`src/sv/tmrq_pkg.sv`:
```
// Shared types and constants of the timer expiry queue.
// No dependencies; used by tmrq_cell, timer_expiry_queue_unit and tmrq_checker.
`default_nettype none

package tmrq_pkg;

   localparam int QUEUE_DEPTH = 32;
   localparam int CNT_W       = $clog2(QUEUE_DEPTH + 1);
   localparam int TICK_W      = 32;
   localparam int VAL_W       = 32;
   localparam int PERIOD_W    = 16;

   localparam logic [CNT_W-1:0] FULL_COUNT = CNT_W'(QUEUE_DEPTH);
   localparam logic [TICK_W-1:0] TICK_MAX  = {TICK_W{1'b1}};

   // result kinds
   localparam logic [1:0] KIND_EXPIRED   = 2'd0;
   localparam logic [1:0] KIND_TICK_DONE = 2'd1;
   localparam logic [1:0] KIND_ACCEPTED  = 2'd2;
   localparam logic [1:0] KIND_REJECTED  = 2'd3;

   // request operations
   localparam logic OP_TICK   = 1'b0;
   localparam logic OP_CREATE = 1'b1;

   // register indexes
   localparam logic CSR_TASK_TIMER_ID = 1'b0;
   localparam logic CSR_TASK_PERIOD   = 1'b1;

   // cell commands
   localparam logic [1:0] CELL_HOLD   = 2'd0;
   localparam logic [1:0] CELL_INSERT = 2'd1;
   localparam logic [1:0] CELL_POP    = 2'd2;

   typedef struct packed {
      logic [TICK_W-1:0]       deadline;
      logic signed [VAL_W-1:0] value;
   } entry_type;

   typedef struct packed {
      logic [1:0] op;
      entry_type  ent;
   } cell_cmd_type;

endpackage

`default_nettype wire

```
`src/sv/tmrq_cell.sv`:
```
// One slot of the sorted timer chain: holds one entry, shifts right on
// insert and left on pop. Depends on tmrq_pkg.
`default_nettype none

module tmrq_cell (
   input  wire logic                   clock,
   input  wire tmrq_pkg::cell_cmd_type cmd,
   input  wire tmrq_pkg::entry_type    left_ent,
   input  wire logic                   left_greater,
   input  wire tmrq_pkg::entry_type    right_ent,
   input  wire logic                   occupied,
   output tmrq_pkg::entry_type         ent,
   output logic                        greater
);

   tmrq_pkg::entry_type ent_ff;
   tmrq_pkg::entry_type ent_in;

   // new entry goes in front of this one (free slots count as later)
   assign greater = !occupied || (ent_ff.deadline > cmd.ent.deadline);
   assign ent     = ent_ff;

   always_comb begin
      ent_in = ent_ff;
      unique case (cmd.op)
         tmrq_pkg::CELL_INSERT: begin
            if (left_greater) begin
               ent_in = left_ent;
            end else if (greater) begin
               ent_in = cmd.ent;
            end
         end
         tmrq_pkg::CELL_POP: begin
            ent_in = right_ent;
         end
         default: begin
            ent_in = ent_ff;
         end
      endcase
   end

   always_ff @(posedge clock) begin
      ent_ff <= ent_in;
   end

endmodule

`default_nettype wire

```
`config.mk`:
```
export PLATFORM = sky130hd
export DESIGN_NAME = tmrq_cell
export DESIGN_NICKNAME = d
export VERILOG_FILES = /design/src/sv/tmrq_pkg.sv /design/src/sv/tmrq_cell.sv
export SDC_FILE = /design/constraint.sdc
export NUM_CORES = 1
export LEC_CHECK = 0
export ABC_AREA = 1
export ABC_CLOCK_PERIOD_IN_PS = 3200
export BUFFER_PORTS_ARGS = -buffer_cell sky130_fd_sc_hd__buf_2
export CORE_ASPECT_RATIO = 1.1
export CORE_MARGIN = 5
export CORE_UTILIZATION = 40
export CTS_BUF_LIST = sky130_fd_sc_hd__clkbuf_4
export CTS_CLUSTER_DIAMETER = 50
export DETAILED_ROUTE_END_ITERATION = 7
export MAX_ROUTING_LAYER = met4
export PLACE_DENSITY = 0.85
export SLEW_MARGIN = 5
export SYNTH_ARGS = -nofsm -noshare
export SYNTH_HDL_FRONTEND = slang
export SYNTH_SLANG_ARGS = --single-unit
```
`constraint.sdc`:
```
create_clock -name clock -period 3.2 [get_ports clock]
set_input_delay 0 -clock clock [delete_from_list [all_inputs] [get_ports clock]]
set_output_delay 0 -clock clock [all_outputs]
set_load 0.01 [all_outputs]
```
[Word-level counts from Yosys, hierarchy flattened]
Index checks and enable logic that the tools add are counted.
Cells by class
  equality and inequality tests: 3
  reduce and logical (&&, ||, !) cells: 4
  multiplexer cells: 3
  magnitude comparators: 1
Operator list (count)
  $mux W64: 2
  $pmux W64 S2: 1
  $gt A32 B32 Y1: 1
  $ne A3 B3 Y1 const B: 1
  $eq A2 B1 Y1 const B: 1
  $eq A2 B2 Y1 const B: 1
  $reduce_and A2 Y1: 1
  $reduce_bool A2 Y1: 1
  $logic_not A1 Y1: 1
  $logic_or A1 B1 Y1: 1
Word-level totals
  input port bits: 197
  register bits: 64
  logic and storage cells: 13

[Depth between registers and ports, before layout]
Gate-level depths: netlist of run 1.
  word-level depth: 5
  mapped depth: 17
  depth with buffers taken out: 17

[Worst setup path before layout of run 1]
Ideal clock, no wire load.
  kind: register -> register
  start: register ent_ff (netlist bit ent[55])
  end: register ent_ff (netlist bit ent[0]), enable pin
  path buffers: 0
  library setup time: 0.424 ns
  required time: 2.776 ns
  cell stages (with the launch flop): 12
  slack: 0.053 ns
  arrival time: 2.723 ns
  path through: edfxtp_1 > ha_1 > nand2_2 > nor2_4 > nand4_2 > nor2_2 > nand2_1 > nand2_1 > nand2_1 > nand3_1 > nand2_1 > nand2_1
On the way
  word-level cells in the longest chain between the ends: 4
Ends and longest elaborated chain
  start: declaration: RTL line tmrq_cell.sv:16  | tmrq_pkg::entry_type ent_ff;
  start signal: assignment: RTL line tmrq_cell.sv:43  | ent_ff <= ent_in;
  $gt A32 B32 Y1: RTL line tmrq_cell.sv:20  | assign greater = !occupied || (ent_ff.deadline > cmd.ent.deadline);
  $logic_or A1 B1 Y1: RTL line tmrq_cell.sv:20
  $ne A3 B3 Y1 (no line)
  $reduce_and A2 Y1 (no line)
No other way between the ends.
A chain may end at the register's enable or synchronous reset.

[Worst setup path in the final report of run 1]
  start: register ent_ff (netlist bit ent[45])
  end: register ent_ff (netlist bit ent[34]), enable pin
The elaborated chain is that of the path after synthesis.

==> flow_summary.toml, run 1 <==
[global_route]
grt_pass1_wl_mm = 24.4
grt_max_degree = 77
antenna_found_initial = 1
grt_usage_pct = 25.8
grt_pass1_vias = 5332
grt_overflow_total = 0

[logic_synthesis]
synth_cell_types = 22
synth_top_area_share_pct = 46.7
yosysTopAreaCell = "edfxtp_1"
synthCells = 500
avgSynthCellArea_um2 = 8.23
syn-num-nets = 729
synth_most_common_cell = "nand2_1"
netlist_area_um2 = 4110
synth.area.top_cells = "edfxtp_1 47%, nand2_1 15%, a31oi_1 9.7%"
yosys_register_bits = 64
synthArstFlopShare_pct = 0
synth-seq-area-share_pct = 46.7
synth_ff_type = "edfxtp_1"
synthTopCellsByCount = "168 x nand2_1, 71 x nor2_1, 64 x a31oi_1, 64 x edfxtp_1, 39 x inv_1"
synth_enable_flop_cells = 64
yosysWarnings = 0

[timing]
rsz0062_at_grt = "no"
finalSetupViolCount = 0
fin_tns_setup_ns = 0
slew-limit-headroom_pct = 52.1
fin_skew_ns = 0.0195
drv_slew = 0
hold_viol = 0
max_freq_mhz = 406
fin_crit_ns = 2.46
finalCritPeriodShare_pct = 76.9
worst_slew_pin_slew_ns = 0.719

[clock_network]
cts-resized-gates = 0
clock_path_buffers = 2
cts_root_buffer = "clkbuf_4"
cts_buffers = 9
cts_setup_buffers = 0
ctsHoldBuffers = 128
htree_levels = 3
clkSinkCount = 64
cts_tree = "yes"
clk_latency_ns = 0.40
cts.clk_slew.worst_paths_ns = 0.12

[drt]
drt_wl_total_mm = 15.8
vias_per_cell = 5.06
drcViolationCount = 0
final_antenna_net_count = 0
wl_per_cell_um = 15.8
drtIter0Drc = 315
firstDrtPassIters = 5
vias = 5081

[run_status]
status = "completed"

[setup_path]
worst-path-max-fanout = 27
cp.arrival_ns = 2.56
crit_type = "reg2reg"
start_kind = "register"
required_ns = 3.30
critPathCaptureType = "register"

[power]
power_mw = 2.44
power_density_nw_per_um2 = 352
peakVddDrop_v = 0.000211
p_leak_nw = 3.43

[layout]
layout-drive-gt1-share_pct = 33.6
fill_cells = 683
largest_reg_flops = 64
areaGrowthSynthToFinish_pct = 68.8
final_nets = 1106

[placed_design]
dpl.hpwl_mm = 9.97
gp_congestion = 0.889
port-buffer-count = 261

[floorplan]
dieWidth_um = 107
dieHeight_um = 116
initial_core_util_pct = 41.2
row_count = 38
fp.dieArea_um2 = 12400
core_um2 = 9980
io_pins = 262

[job]
cap_violations = 0

[min_path]
hp-class = "in2out"
metal layers:
metal	wire, µm	part of all wire (%)	up-vias	GRT usage, %
li1	-	-	2442	-
met3	1350	8.5	63	6.47
met1	5690	36	2300	25.7
met2	8130	51	276	46.7
met5	0	0	-	-
met4	657	4.2	0	13.2
power by group:
part	internal, mW	total (mW)	switching (mW)
Clock	0.322	0.630	0.308
Sequential	1.02	1.05	0.0269
Combinational	0.398	0.764	0.366
Total	1.74	2.44	0.701
through the flow:
step	util [%]	instances	instance area (µm²)	setup slack (ns)	hold WS (ns)
final	69.5	1004	6940	0.739	0.296
after global routing	69.5	1003	6940	0.536	0.312
after CTS	69.5	1002	6940	0.736	0.291
after detailed placement	55.1	858	5500	0.756	0.290
after global placement	55.1	858	5500	0.839	0.278
after floorplan	-	500	4110	0.0527	0.0714
logic make-up (layout without fill, tap and decap cells):
family          after synthesis  after routing  share of synthesized area, %
simple gates                253            253                          24.2
compound gates               81             81                          11.9
buf+inv                      70            452                          7.36
flops                        64             64                          46.7
fa+ha+maj                    32             32                          9.74
other cells                   0              2                             0
worst max-delay path: stages (launching register included):
cell and delay, ns:
edfxtp_1 0.44, ha_1 0.32, nand2_1 0.07, nor2_2 0.10, nand2_1 0.09, clkinv_1 0.05, nand2_1 0.04, nand2_1 0.07
nand2_1 0.05, nand2_1 0.05, nand2_1 0.06, nand3_1 0.07, nand2_1 0.07, nand2_2 0.39, buf_12 0.26
cell type report:
cell class	instances	area, µm²	area share (%)
Inverter	42	158	2.27
Multi-Input combinational cell	366	1900	27.3
Sequential cell	64	1920	27.7
Clock buffer	10	75.1	1.08
Tap cell	120	150	2.16
Antenna cell	2	5.00	0.0721
Clock inverter	6	83.8	1.21
Timing Repair Buffer	394	2650	38.2
worst paths after layout:
check	startpoint	endpoint	slack [ns]	cells after the start
hold reg to reg	ent[55]	ent[61]	1.55	9
setup / recovery	ent[45]	ent[34]	0.74	14
setup reg to reg	ent[45]	ent[34]	0.74	14
hold / removal	occupied	greater	0.30	3
cells in the final DEF, fill, tap and decap left out, types with 4 or more instances in the layout:
cell type,count
nor2_1,71
clkbuf_4,10
a31oi_1,64
inv_1,38
nor2_2,4
nand2_2,4
nand2_1,166
buf_2,261
ha_1,32
dlygate4sd3_1,128
edfxtp_1,64
a21oi_1,13
(Power assumes the default switching activity.)
==> inputs of run 2 (changes only) <==
--- a/config.mk
+++ b/config.mk
@@ -6,7 +6,7 @@
 export NUM_CORES = 1
 export LEC_CHECK = 0
 export ABC_AREA = 1
-export ABC_CLOCK_PERIOD_IN_PS = 3200
+export ABC_CLOCK_PERIOD_IN_PS = 2350
 export BUFFER_PORTS_ARGS = -buffer_cell sky130_fd_sc_hd__buf_2
 export CORE_ASPECT_RATIO = 1.1
 export CORE_MARGIN = 5
@@ -15,7 +15,7 @@
 export CTS_CLUSTER_DIAMETER = 50
 export DETAILED_ROUTE_END_ITERATION = 7
 export MAX_ROUTING_LAYER = met4
-export PLACE_DENSITY = 0.85
+export PLACE_DENSITY = 0.82
 export SLEW_MARGIN = 5
 export SYNTH_ARGS = -nofsm -noshare
 export SYNTH_HDL_FRONTEND = slang
==> constraint.sdc (replaced) <==
create_clock -name clock -period 2.35 [get_ports clock]
set_input_delay 0 -clock clock [delete_from_list [all_inputs] [get_ports clock]]
set_output_delay 0 -clock clock [all_outputs]
set_load 0.01 [all_outputs]
==> flow_summary.toml, run 2 (synthesis gave the netlist of run 1 again) <==
[clock_network]
cts.clk_slew.worst_paths_ns = 0.11
clkSinkCount = 64
cts_setup_buffers = 0
clock_path_buffers = 2
cts_buffers = 9
ctsHoldBuffers = 128
cts-resized-gates = 0
cts_tree = "yes"
clk_latency_ns = 0.41
htree_levels = 3
cts_root_buffer = "clkbuf_4"

[timing]
worst_slew_pin_slew_ns = 0.689
rsz0062_at_grt = "no"
finalCritPeriodShare_pct = 91.3
drv_slew = 0
fin_skew_ns = 0.0216
slew-limit-headroom_pct = 54.0
fin_crit_ns = 2.14
finalSetupViolCount = 0
hold_ws_ns = 0.281
hold_viol = 0
fin_tns_setup_ns = 0
max_freq_mhz = 466

[power]
peakVddDrop_v = 0.000319
power_density_nw_per_um2 = 460
p_leak_nw = 3.42

[layout]
final_nets = 1106
final_common_cell = "buf_2"
largest_reg_flops = 64
areaGrowthSynthToFinish_pct = 68.8
final_area_um2 = 6940
layout_common_cells = "261 x buf_2, 166 x nand2_1, 128 x dlygate4sd3_1"
fill_cells = 710
final_util_pct = 69.5
layout-drive-gt1-share_pct = 33.5

[setup_path]
required_ns = 2.50
cp-startpoint = "ent[53]"
cp.arrival_ns = 2.29
critPathCaptureType = "register"
r2r-start = "ent[53]"
reg2reg_depth = 12
worst-path-max-fanout = 35
crit_type = "reg2reg"
start_kind = "register"

[floorplan]
dieHeight_um = 116
row_count = 38
fp.dieArea_um2 = 12400
core_um2 = 9980
io_pins = 262
dieWidth_um = 107
initial_core_util_pct = 41.2

[placed_design]
dpl.hpwl_mm = 9.88
gp_congestion = 0.844
dpl-instance-area_um2 = 5530
port-buffer-count = 261

[drt]
firstDrtPassIters = 5
final_antenna_net_count = 0
drtIter0Drc = 306
vias_per_cell = 5.04
drt_wl_total_mm = 15.4
wl_per_cell_um = 15.4
drcViolationCount = 0
vias = 5065

[global_route]
grt_pass1_vias = 5258
grt_max_degree = 77
antenna_found_initial = 2
grt_pass1_wl_mm = 23.6
grt_overflow_total = 0
grt_usage_pct = 24.7

[min_path]
hp-class = "in2reg"
worstHoldPathCells = 5
min-delay-start = "occupied"

[run_status]
status = "completed"

[job]
cap_violations = 0
==> run 2: changes by cell type in the layout (fill, tap and decap cells not counted) <==
| cell | delta |
|---|---|
| buf_12 | +2 |
| buf_4 | -2 |
| bufinv_16 | -1 |
| clkbuf_4 | -1 |
| clkinvlp_4 | +1 |
| diode_2 | +1 |
| nand2_2 | -1 |
| nand2_4 | +1 |
==> run 2: final cells by class <==
cell class | instances | area (µm²) | share of cell area, %
repair buffers | 394 | 2680 | 38.5
diodes | 3 | 7.51 | 0.108
well taps | 120 | 150 | 2.16
flip-flops and latches | 64 | 1920 | 27.7
multi-input cells | 366 | 1900 | 27.4
clock buffers | 9 | 67.6 | 0.973
inverters | 42 | 158 | 2.27
clock inverters | 6 | 61.3 | 0.883
==> run 2: path summary, 6_finish.rpt <==
kind	end	slack, ns
worst max-delay path	ent[33]	0.21
worst min-delay path	ent[56]	0.28
worst max register to register	ent[33]	0.21
worst min register to register	ent[56]	1.38
==> run 2: critical path: stages, from the launching register on <==
cell	delay, ns
edfxtp_1	0.42
ha_1	0.31
a21oi_1	0.17
nor2_1	0.07
nor2_2	0.08
nand3_1	0.07
a21oi_1	0.14
nand2_1	0.07
nand2_1	0.07
nand3_1	0.06
nand2_1	0.13
nand2_4	0.07
buf_12	0.20
==> run 2: routing by layer <==
metal	wire length (µm)	vias to the layer above	track usage, %
li1	-	2445	-
met1	5530	2312	24.5
met2	7940	260	45.0
met3	1410	48	7.30
met4	554	0	11.1
met5	0	-	-
==> run 2: per-stage QoR <==
stage | std cells | setup slack [ns] | power (mW)
detailed placement | 858 | 0.239 | 2.24
floorplan | 500 | 0.122 | 1.87
CTS | 1001 | 0.204 | 3.18
global route | 1004 | 0.0310 | 3.38
global placement | 858 | 0.283 | 2.22
finish | 1004 | 0.205 | 3.19
==> run 2: report_power, final <==
part | internal (mW) | leakage, nW | switching, mW | total, mW
clock | 0.313 | 0.0615 | 0.408 | 0.721
sequential | 1.39 | 0.616 | 0.0371 | 1.43
combinational | 0.548 | 2.74 | 0.495 | 1.04
==> inputs of run 3 (changes only) <==
--- a/config.mk
+++ b/config.mk
@@ -6,7 +6,7 @@
 export NUM_CORES = 1
 export LEC_CHECK = 0
 export ABC_AREA = 1
-export ABC_CLOCK_PERIOD_IN_PS = 2350
+export ABC_CLOCK_PERIOD_IN_PS = 2600
 export BUFFER_PORTS_ARGS = -buffer_cell sky130_fd_sc_hd__buf_2
 export CORE_ASPECT_RATIO = 1.1
 export CORE_MARGIN = 5
==> constraint.sdc (replaced) <==
create_clock -name clock -period 2.6 [get_ports clock]
set_input_delay 0 -clock clock [delete_from_list [all_inputs] [get_ports clock]]
set_output_delay 0 -clock clock [all_outputs]
set_load 0.01 [all_outputs]
==> flow_summary.toml, run 3 (synthesis gave the netlist of run 1 again) <==
[setup_path]
r2r_setup_slack_ns = 0.29
start_kind = "register"
reg2reg_to = "ent[23]"
slowest_delay_ns = 0.40
reg2reg_depth = 14
crit_family = "simple AND/OR/NAND/NOR gates"
path_cells = "ha_1 > nand2_1 > nor2_2 > nand2_1 > clkinv_1 > nand2_1 > nand2_1 > nand2_1 > nand2_1 > nand2_1 > nand3_1 > nand2_1 > nand2_2 > buf_4"
r2r-start = "ent[47]"
critPathCaptureType = "register"
cp_slowest_cell = "edfxtp_1"
cp.arrival_ns = 2.34
endpoint = "ent[23]"
required_ns = 2.63
cp-startpoint = "ent[47]"
path_buf_inv = 2
crit_type = "reg2reg"
crit_top_cell = "nand2_1"
worst-path-max-fanout = 32
cp_num_cells = 14

[clock_network]
cts_root_buffer = "clkbuf_4"
clkSinkCount = 64
clock_path_buffers = 2
htree_levels = 3
clk_latency_ns = 0.39
cts.clk_slew.worst_paths_ns = 0.09
cts_tree = "yes"
ctsHoldBuffers = 124
cts_buffers = 9
cts_setup_buffers = 0
cts-resized-gates = 0

[min_path]
hp-class = "in2reg"
min-delay-start = "left_ent[32]"

[drt]
drt_wl_total_mm = 15.7
vias_per_cell = 5.03
firstDrtPassIters = 4
drtIter0Drc = 243
final_antenna_net_count = 0
vias = 5025
drcViolationCount = 0
wl_per_cell_um = 15.7

[floorplan]
dieHeight_um = 116
core_um2 = 9980
fp.dieArea_um2 = 12400
dieWidth_um = 107
row_count = 38
io_pins = 262
initial_core_util_pct = 41.2

[layout]
seq_area_um2 = 1920
largest_reg_flops = 64
final_util_pct = 68.9
areaGrowthSynthToFinish_pct = 67.4
fill_cells = 762
final_nets = 1104
layout_common_cells = "261 x buf_2, 166 x nand2_1, 124 x dlygate4sd3_1"
multi_input_area_um2 = 1900
layout-drive-gt1-share_pct = 33.9
final_common_cell = "buf_2"

[global_route]
grt_max_degree = 65
grt_overflow_total = 0
antenna_found_initial = 0
grt_pass1_vias = 5367
grt_usage_pct = 25.5
grt_pass1_wl_mm = 24.2

[timing]
slew-limit-headroom_pct = 52.7
fin_skew_ns = 0.0246
max_freq_mhz = 433
fin_tns_setup_ns = 0
hold_ws_ns = 0.0549
drv_slew = 0
hold_viol = 0
fin_crit_ns = 2.31
rsz0062_at_grt = "no"
finalCritPeriodShare_pct = 88.8
finalSetupViolCount = 0
worst_slew_pin_slew_ns = 0.709

[power]
peakVddDrop_v = 0.000272
power_mw = 2.97
p_leak_nw = 3.42
power_density_nw_per_um2 = 431

[job]
cap_violations = 0

[run_status]
status = "completed"

[placed_design]
dpl.hpwl_mm = 9.98
port-buffer-count = 261
gp_congestion = 0.853
==> run 3: cell types whose count changed in the layout (fill, tap and decap cells not counted), sizes merged <==
cell / previous run / this run
dlygate4sd3: 128 / 124
clkinvlp: 3 / 0
buf: 266 / 268
clkbuf: 9 / 11
diode: 3 / 1
bufinv: 1 / 2
==> run 3: stage by stage <==
| stage | cells | cell area (µm²) | setup WS, ns |
|---|---|---|---|
| 6_report | 1000 | 6880 | 0.291 |
| 3_3_place_gp | 860 | 5490 | 0.405 |
| 3_5_place_dp | 860 | 5490 | 0.326 |
| 2_1_floorplan | 500 | 4120 | 0.0606 |
| 4_1_cts | 999 | 6880 | 0.291 |
| 5_1_grt | 999 | 6880 | 0.0498 |
==> run 3: final cells by class <==
| type | instances | share of cell area (%) |
|---|---|---|
| repair buffers | 392 | 37.8 |
| flip-flops and latches | 64 | 27.9 |
| multi-input cells | 366 | 27.6 |
| inverters | 42 | 2.29 |
| well taps | 120 | 2.18 |
| clock buffers | 11 | 1.20 |
| clock inverters | 4 | 1.02 |
| diodes | 1 | 0.0364 |
==> run 3: how the worst min path moves through the flow <==
stage,slack [ns],depth (start not counted),to
floorplan,0.07,1,greater
global placement,0.27,3,greater
detailed placement,0.27,3,greater
CTS,0.003,3,ent[32]
global route,0.02,3,ent[32]
finish,0.05,3,ent[32]
==> run 3: metal layers <==
metal	track usage, %	up-vias	wire (µm)
met5	-	-	0
met4	13.7	0	677
met3	6.69	56	1300
met2	47.1	270	8190
met1	24.3	2258	5550
li1	-	2441	-
==> run 3: power breakdown <==
group | switching, mW | internal [mW] | total, mW
registers | 0.0322 | 1.26 | 1.29
clock network | 0.345 | 0.405 | 0.750
logic | 0.450 | 0.481 | 0.931
==> run 3: worst min-delay path, stage by stage <==
cell and delay [ns]:
buf_2 0.10, nand2_1 0.05, a31oi_1 0.11
